**src/hdl/mlr_pkg.sv**
```systemverilog
package mlr_pkg;

   localparam int COORD_BITS     = 12;
   localparam int NORM_BITS      = COORD_BITS + 1;
   localparam int ERR_BITS       = COORD_BITS + 3;
   localparam int QUEUE_DEPTH    = 2;
   localparam int QUEUE_PTR_BITS = (QUEUE_DEPTH > 1) ? $clog2(QUEUE_DEPTH) : 1;
   localparam int QUEUE_CNT_BITS = $clog2(QUEUE_DEPTH + 1);

   localparam logic OP_START = 1'b0;
   localparam logic OP_STEP  = 1'b1;

   typedef logic signed [COORD_BITS-1:0] coord_type;
   typedef logic signed [NORM_BITS-1:0]  norm_type;
   typedef logic signed [ERR_BITS-1:0]   err_type;

   typedef struct packed {
      logic     op;
      logic     mirror;
      logic     swap;
      norm_type ax;
      norm_type ay;
      norm_type bx;
      norm_type by;
   } cmd_type;

   typedef struct packed {
      coord_type x;
      coord_type y;
   } pixel_type;

   function automatic err_type widen_norm(norm_type v);
      return {{(ERR_BITS-NORM_BITS){v[NORM_BITS-1]}}, v};
   endfunction

   function automatic pixel_type map_pixel(logic swap, logic mirror, norm_type x, norm_type y);
      norm_type  sx;
      norm_type  sy;
      pixel_type p;
      sx = swap ? y : x;
      sy = swap ? x : y;
      if (mirror) begin
         sy = -sy;
      end
      p.x = sx[COORD_BITS-1:0];
      p.y = sy[COORD_BITS-1:0];
      return p;
   endfunction

endpackage

```
**src/hdl/mlr_front.sv**
```systemverilog
module mlr_front (
   input  logic                req_op,
   input  mlr_pkg::coord_type  req_x_start,
   input  mlr_pkg::coord_type  req_y_start,
   input  mlr_pkg::coord_type  req_x_end,
   input  mlr_pkg::coord_type  req_y_end,
   output mlr_pkg::cmd_type    cmd
);
   import mlr_pkg::*;

   norm_type ax, ay, bx, by;
   norm_type diff_x, diff_y, mag_x, mag_y;
   norm_type may, mby;
   norm_type nax, nay, nbx, nby;
   logic     mirror, swap;

   always_comb begin
      ax = {req_x_start[COORD_BITS-1], req_x_start};
      ay = {req_y_start[COORD_BITS-1], req_y_start};
      bx = {req_x_end[COORD_BITS-1], req_x_end};
      by = {req_y_end[COORD_BITS-1], req_y_end};

      diff_x = ax - bx;
      diff_y = ay - by;
      mag_x  = diff_x[NORM_BITS-1] ? -diff_x : diff_x;
      mag_y  = diff_y[NORM_BITS-1] ? -diff_y : diff_y;
      swap   = $unsigned(mag_x) < $unsigned(mag_y);

      // endpoint with the lower y (ties keep input order) must not lie to the right
      mirror = (ay > by) ? (bx > ax) : (ax > bx);

      may = mirror ? -ay : ay;
      mby = mirror ? -by : by;

      nax = swap ? may : ax;
      nay = swap ? ax  : may;
      nbx = swap ? mby : bx;
      nby = swap ? bx  : mby;

      cmd.op     = req_op;
      cmd.mirror = mirror;
      cmd.swap   = swap;
      if (nax > nbx) begin
         cmd.ax = nbx;
         cmd.ay = nby;
         cmd.bx = nax;
         cmd.by = nay;
      end else begin
         cmd.ax = nax;
         cmd.ay = nay;
         cmd.bx = nbx;
         cmd.by = nby;
      end
   end

endmodule

```
**src/hdl/mlr_queue.sv**
```systemverilog
module mlr_queue (
   input  logic              clock,
   input  logic              reset,
   input  logic              push,
   input  mlr_pkg::cmd_type  push_data,
   output logic              full,
   input  logic              pop,
   output mlr_pkg::cmd_type  pop_data,
   output logic              empty
);
   import mlr_pkg::*;

   cmd_type                   entries_ff [QUEUE_DEPTH];
   logic [QUEUE_PTR_BITS-1:0] wr_ptr_ff, wr_ptr_in;
   logic [QUEUE_PTR_BITS-1:0] rd_ptr_ff, rd_ptr_in;
   logic [QUEUE_CNT_BITS-1:0] count_ff, count_in;
   logic                      do_push, do_pop;

   assign full     = (count_ff == QUEUE_CNT_BITS'(QUEUE_DEPTH));
   assign empty    = (count_ff == '0);
   assign do_push  = push && !full;
   assign do_pop   = pop && !empty;
   assign pop_data = entries_ff[rd_ptr_ff];

   always_comb begin
      wr_ptr_in = wr_ptr_ff;
      rd_ptr_in = rd_ptr_ff;
      count_in  = count_ff;
      if (do_push) begin
         wr_ptr_in = (wr_ptr_ff == QUEUE_PTR_BITS'(QUEUE_DEPTH - 1)) ? '0 : wr_ptr_ff + 1'b1;
      end
      if (do_pop) begin
         rd_ptr_in = (rd_ptr_ff == QUEUE_PTR_BITS'(QUEUE_DEPTH - 1)) ? '0 : rd_ptr_ff + 1'b1;
      end
      if (do_push && !do_pop) begin
         count_in = count_ff + 1'b1;
      end else if (do_pop && !do_push) begin
         count_in = count_ff - 1'b1;
      end
   end

   always_ff @(posedge clock) begin
      if (do_push) begin
         entries_ff[wr_ptr_ff] <= push_data;
      end
   end

   always_ff @(posedge clock) begin
      if (reset) begin
         wr_ptr_ff <= '0;
         rd_ptr_ff <= '0;
         count_ff  <= '0;
      end else begin
         wr_ptr_ff <= wr_ptr_in;
         rd_ptr_ff <= rd_ptr_in;
         count_ff  <= count_in;
      end
   end

endmodule

```
**src/hdl/mlr_back.sv**
```systemverilog
module mlr_back (
   input  logic                clock,
   input  logic                reset,
   input  mlr_pkg::cmd_type    cmd,
   input  logic                cmd_empty,
   output logic                cmd_pop,
   output logic                rsp_empty,
   input  logic                rsp_pop,
   output mlr_pkg::coord_type  rsp_pixel_x,
   output mlr_pkg::coord_type  rsp_pixel_y,
   output logic                rsp_last
);
   import mlr_pkg::*;

   logic      mirror_ff, mirror_in;
   logic      swap_ff, swap_in;
   logic      active_ff, active_in;
   norm_type  cur_x_ff, cur_x_in;
   norm_type  cur_y_ff, cur_y_in;
   norm_type  end_x_ff, end_x_in;
   err_type   err_ff, err_in;
   err_type   inc_e_ff, inc_e_in;
   err_type   inc_ne_ff, inc_ne_in;
   logic      rsp_valid_ff, rsp_valid_in;
   pixel_type rsp_pixel_ff, rsp_pixel_in;
   logic      rsp_last_ff, rsp_last_in;

   logic      out_free, take, produce, go_ne;
   err_type   dx, dy;
   norm_type  step_x, step_y;

   assign out_free    = !rsp_valid_ff || rsp_pop;
   assign take        = !cmd_empty && out_free;
   assign cmd_pop     = take;
   assign rsp_empty   = !rsp_valid_ff;
   assign rsp_pixel_x = rsp_pixel_ff.x;
   assign rsp_pixel_y = rsp_pixel_ff.y;
   assign rsp_last    = rsp_last_ff;

   always_comb begin
      dx     = widen_norm(cmd.bx) - widen_norm(cmd.ax);
      dy     = widen_norm(cmd.by) - widen_norm(cmd.ay);
      go_ne  = !err_ff[ERR_BITS-1] && (err_ff != '0);
      step_x = cur_x_ff + 1'b1;
      step_y = go_ne ? cur_y_ff + 1'b1 : cur_y_ff;

      mirror_in    = mirror_ff;
      swap_in      = swap_ff;
      active_in    = active_ff;
      cur_x_in     = cur_x_ff;
      cur_y_in     = cur_y_ff;
      end_x_in     = end_x_ff;
      err_in       = err_ff;
      inc_e_in     = inc_e_ff;
      inc_ne_in    = inc_ne_ff;
      rsp_pixel_in = rsp_pixel_ff;
      rsp_last_in  = rsp_last_ff;
      produce      = 1'b0;

      if (take) begin
         if (cmd.op == OP_START) begin
            produce      = 1'b1;
            mirror_in    = cmd.mirror;
            swap_in      = cmd.swap;
            cur_x_in     = cmd.ax;
            cur_y_in     = cmd.ay;
            end_x_in     = cmd.bx;
            err_in       = (dy <<< 1) - dx;
            inc_e_in     = dy <<< 1;
            inc_ne_in    = (dy - dx) <<< 1;
            active_in    = cmd.ax < cmd.bx;
            rsp_pixel_in = map_pixel(cmd.swap, cmd.mirror, cmd.ax, cmd.ay);
            rsp_last_in  = !(cmd.ax < cmd.bx);
         end else if (active_ff) begin
            produce      = 1'b1;
            err_in       = go_ne ? err_ff + inc_ne_ff : err_ff + inc_e_ff;
            cur_x_in     = step_x;
            cur_y_in     = step_y;
            active_in    = step_x < end_x_ff;
            rsp_pixel_in = map_pixel(swap_ff, mirror_ff, step_x, step_y);
            rsp_last_in  = !(step_x < end_x_ff);
         end
      end

      if (produce) begin
         rsp_valid_in = 1'b1;
      end else if (rsp_pop) begin
         rsp_valid_in = 1'b0;
      end else begin
         rsp_valid_in = rsp_valid_ff;
      end
   end

   always_ff @(posedge clock) begin
      rsp_pixel_ff <= rsp_pixel_in;
      rsp_last_ff  <= rsp_last_in;
   end

   always_ff @(posedge clock) begin
      if (reset) begin
         mirror_ff    <= 1'b0;
         swap_ff      <= 1'b0;
         active_ff    <= 1'b0;
         cur_x_ff     <= '0;
         cur_y_ff     <= '0;
         end_x_ff     <= '0;
         err_ff       <= '0;
         inc_e_ff     <= '0;
         inc_ne_ff    <= '0;
         rsp_valid_ff <= 1'b0;
      end else begin
         mirror_ff    <= mirror_in;
         swap_ff      <= swap_in;
         active_ff    <= active_in;
         cur_x_ff     <= cur_x_in;
         cur_y_ff     <= cur_y_in;
         end_x_ff     <= end_x_in;
         err_ff       <= err_in;
         inc_e_ff     <= inc_e_in;
         inc_ne_ff    <= inc_ne_in;
         rsp_valid_ff <= rsp_valid_in;
      end
   end

endmodule

```
**src/hdl/midpoint_line_rasterizer.sv**
```systemverilog
// Midpoint line rasterizer for all octants. A start transaction (op 0) carries two
// signed endpoints and returns the first pixel; each step transaction (op 1) returns
// the next pixel, with last set on the final endpoint. A step with no line in
// progress returns nothing. One transaction is accepted per clock while the queue
// is not full, and one pixel is produced per clock while the result register is
// empty or being popped: the front end folds the endpoints into the first octant
// in the cycle of the push, a two-entry command queue follows, and the stepping
// unit advances the error term by one add and compare per clock. A pixel passes
// through the command queue and then the result register before it reaches the
// result ports; the result register frees up in the same cycle it is popped.
module midpoint_line_rasterizer (
   input  logic                clock,
   input  logic                reset,
   input  logic                req_push,
   output logic                req_full,
   input  logic                req_op,
   input  mlr_pkg::coord_type  req_x_start,
   input  mlr_pkg::coord_type  req_y_start,
   input  mlr_pkg::coord_type  req_x_end,
   input  mlr_pkg::coord_type  req_y_end,
   output logic                rsp_empty,
   input  logic                rsp_pop,
   output mlr_pkg::coord_type  rsp_pixel_x,
   output mlr_pkg::coord_type  rsp_pixel_y,
   output logic                rsp_last
);
   import mlr_pkg::*;

   cmd_type front_cmd;
   cmd_type queue_cmd;
   logic    queue_empty;
   logic    queue_pop;

   mlr_front u_front (
      .req_op      (req_op),
      .req_x_start (req_x_start),
      .req_y_start (req_y_start),
      .req_x_end   (req_x_end),
      .req_y_end   (req_y_end),
      .cmd         (front_cmd)
   );

   mlr_queue u_queue (
      .clock     (clock),
      .reset     (reset),
      .push      (req_push),
      .push_data (front_cmd),
      .full      (req_full),
      .pop       (queue_pop),
      .pop_data  (queue_cmd),
      .empty     (queue_empty)
   );

   mlr_back u_back (
      .clock       (clock),
      .reset       (reset),
      .cmd         (queue_cmd),
      .cmd_empty   (queue_empty),
      .cmd_pop     (queue_pop),
      .rsp_empty   (rsp_empty),
      .rsp_pop     (rsp_pop),
      .rsp_pixel_x (rsp_pixel_x),
      .rsp_pixel_y (rsp_pixel_y),
      .rsp_last    (rsp_last)
   );

endmodule

```
**config.mk**
```make
export PLATFORM = sky130hd
export DESIGN_NAME = midpoint_line_rasterizer
export DESIGN_NICKNAME = d
export VERILOG_FILES = /design/src/hdl/mlr_pkg.sv /design/src/hdl/mlr_front.sv /design/src/hdl/mlr_queue.sv /design/src/hdl/mlr_back.sv /design/src/hdl/midpoint_line_rasterizer.sv
export SDC_FILE = /design/constraint.sdc
export NUM_CORES = 1
export LEC_CHECK = 0
export BUFFER_PORTS_ARGS = -buffer_cell sky130_fd_sc_hd__buf_2
export CORE_MARGIN = 4
export CORE_UTILIZATION = 45
export DETAILED_ROUTE_END_ITERATION = 10
export GPL_TIMING_DRIVEN = 1
export RECOVER_POWER = 25
export SLEW_MARGIN = 20
export SYNTH_ARGS = -nofsm -noshare
export SYNTH_HDL_FRONTEND = slang
export SYNTH_SLANG_ARGS = --single-unit
```
**constraint.sdc**
```tcl
create_clock -name clock -period 18 [get_ports clock]
set_clock_uncertainty 0.15 [all_clocks]
set_input_delay 1.8 -clock clock [delete_from_list [all_inputs] [get_ports clock]]
set_output_delay 1.8 -clock clock [all_outputs]
set_load 0.01 [all_outputs]
```
==> results.tsv <==
stage	metric	value	unit
run_status	outcome	finished, violations left	
run_status	failing checks	capacitance limit, slew limit	
layout	count of non-filler cells in the finished layout	2730	
logic_synthesis	Synth Register Bits	225	
clock_network	Clock Tree Buf Depth	3	
timing	pin slew with the least headroom to its limit	4540	ps
clock_network	CTS root buf	clkbuf_16	
clock_network	hold_buf cts	0	
layout	commonest non-fill, non-tap cells in the layout	nand2_1 (294), nor2_1 (191), a21oi_1 (162)	
timing	FMAX	103	MHz
logic_synthesis	ys flop type	edfxtp_1	
logic_synthesis	Ys Warns	0	
critical_path	Critical Path Source Type	input port	
timing	Final Hold Viols	0	
grt	largest net degree at the start of global routing	93	
grt	global-route wire length before repair	89900	um
layout	Layout area overhead	8.82	%
critical_path	CP delay by family, top	compound AO/OA/AOI/OAI gates	
layout	most common cell after layout, fill and taps aside	nand2_1	
placed_design	placed instance area	0.0192	mm^2
layout	Post-layout nets	2379	
layout	fill cell total of the finished layout	3803	
timing	setup TNS	0	ps
logic_synthesis	mean area per synthesized cell	8.52	um^2
grt	initial antenna violation count	2	
detailed_routing	# DRC	0	
critical_path	CP Max Fanout	59	
grt	gr usage total	25.4	%
logic_synthesis	EDFF count, synth	135	
layout	share of layout cells above drive strength 1	11.2	%
layout	Finished Core Util	50.1	%
die	Core ar.	0.0401	mm^2
clock_network	H-tree lvl count	1	
timing	final setup violation count	0	
critical_path	Worst Setup Path Type	input port to flip-flop	
timing	minimum clock period	9690	ps
timing	RSZ-0062 raised after global routing	no	
critical_path	CP max-delay cell	buf_4	
clock_network	CTS tree	yes	
die	Die X	211	um
logic_synthesis	post-synth cell types	97	
detailed_routing	Vias/cell	5.98	
clock_network	Post-CTS Setup Bufs	0	
clock_network	Resized cells post-CTS	0	
die	Starting Density	46.0	%
detailed_routing	DRT iter0 DRCs	1393	
logic_synthesis	Syn Inst Count	2166	
detailed_routing	via count	16300	
critical_path	CP bufs+invs	6	
die	DIE HEIGHT	211	um
critical_path	required time of the worst setup path	18130	ps
die	total die area	0.0443	mm^2
detailed_routing	final WL	58500	um
logic_synthesis	sequential area share after synthesis	31.7	%
die	IO Count	80	
detailed_routing	WL/cell	21.4	um
critical_path	CP max stage delay	510	ps
die	row count	73	
timing	Rel. slew slack	-203	%
flow_run	Max-Cap Viols	3	
detailed_routing	DRT antenna net count	0	
clock_network	clock sink count	225	
clock_network	Clk Latency, worst-skew pair	560	ps
critical_path	element type at the critical path end	flip-flop	
clock_network	CTS buffer count	26	
hold_path	HP Class	flip-flop to flip-flop	
grt	vias in the first global route	15700	
logic_synthesis	Mapped Nets	2362	
logic_synthesis	mapped cell area	0.0185	mm^2
clock_network	Worst-path clk slew	50	ps
placed_design	placed insts	2680	
placed_design	GPL Wtd Cong	0.938	
placed_design	port buffer count	79	
detailed_routing	Pre-antenna DRT Iters	5	
layout	Final Cell Area	0.0201	mm^2
logic_synthesis	FFs w/ async S/R, synth	0	%
grt	remaining global-route overflow	0	
timing	Tcrit/Tclk final	53.8	%
timing	Final Max Tran Viols	205	
critical_path	crit path DAT	9820	ps
placed_design	Post-DP HPWL	45100	um
==> Yosys cell counts, drive strengths merged (8+ instances only) <==
library cell,number,share of area [%]
nand2,296,6.1
nor2,195,4.0
a21oi,164,4.5
ha,136,9.2
edfxtp,135,22
o21ai,120,3.3
xnor2,101,4.9
inv,94,1.9
dfxtp,90,9.8
clkbuf,81,1.6
mux2i,75,4.1
nor3,60,1.7
mux2,55,3.4
nand3,54,1.5
xor2,49,2.3
o211ai,33,1.3
buf,31,0.98
a21o,27,1.1
a31oi,26,0.98
a211oi,23,1.0
nor2b,22,0.75
o221ai,22,1.0
nor4,20,0.68
or3,19,0.64
o21a,18,0.73
a22oi,14,0.57
nand2b,14,0.47
and3,13,0.44
nand4,13,0.44
o31ai,12,0.59
o21bai,11,0.45
and2,10,0.34
nor3b,9,0.39
a211o,8,0.38
a31o,8,0.38
==> final timing paths <==
kind,start,end,slack [ps],depth (start not counted)
max,req_y_start[0],u_queue.entries_ff[1][2],8310,33
min,u_back.inc_ne_ff[3],u_back.inc_ne_ff[3],300,2
max reg2reg,flip-flop,u_back.err_ff[12],12020,18
min reg2reg,u_back.inc_ne_ff[3],u_back.inc_ne_ff[3],300,2
==> per-layer routing <==
metal / part of all wire (%) / up-vias / track usage [%]
li1: - / 7938 / -
met1: 42 / 7766 / 31.9
met2: 49 / 503 / 45.0
met3: 5.5 / 109 / 3.44
met4: 3.6 / 0 / 8.96
met5: 0 / - / 0
==> registers in the layout, summed over array words and instances, names as in the netlist, 2 cells and up, named ones only <==
signal,cells
u_back.cur_x_ff,13
u_back.rsp_pixel_y,12
u_back.inc_e_ff,14
u_back.end_x_ff,13
u_queue.entries_ff,110
u_back.err_ff,15
u_back.inc_ne_ff,14
u_queue.count_ff,2
u_back.cur_y_ff,12
u_back.rsp_pixel_x,12
==> per-stage QoR <==
step	hold slack (ps)	worst slack [ps]
after CTS	303	8450
final	303	8310
after floorplan	282	9250
after detailed placement	294	7900
after global routing	324	7780
after global placement	289	7970
==> kinds of logic (layout without fill, tap and decap cells) <==
group	Yosys count	in the layout	synth area share [%]
adders and majority gates	143	143	9.98
other	0	2	0
AOI/OAI and AO/OA	559	559	20.2
buffers and inverters	207	244	4.57
and+or+nand+nor	749	749	18.5
muxes	133	133	7.83
DFF	225	225	31.7
xor gates and xnor gates	150	150	7.24
==> worst min-delay path, stage by stage, from the launching register on <==
cell and delay, ps:
dfxtp_1 310, nand2_1 50, a21oi_1 50
==> cell type report <==
class,count,area (um^2),share of cell area [%]
multi-input combinational,1734,11800,58.8
inverter,95,359,1.79
clock inverter,15,109,0.542
timing repair buffer,101,548,2.73
antenna,2,5.00,0.0249
tap,525,657,3.27
sequential,225,5860,29.2
clock buffer,33,729,3.63
Power is not shown: default switching activity piles up to over one toggle a cycle in this logic, so the estimate is an artifact.
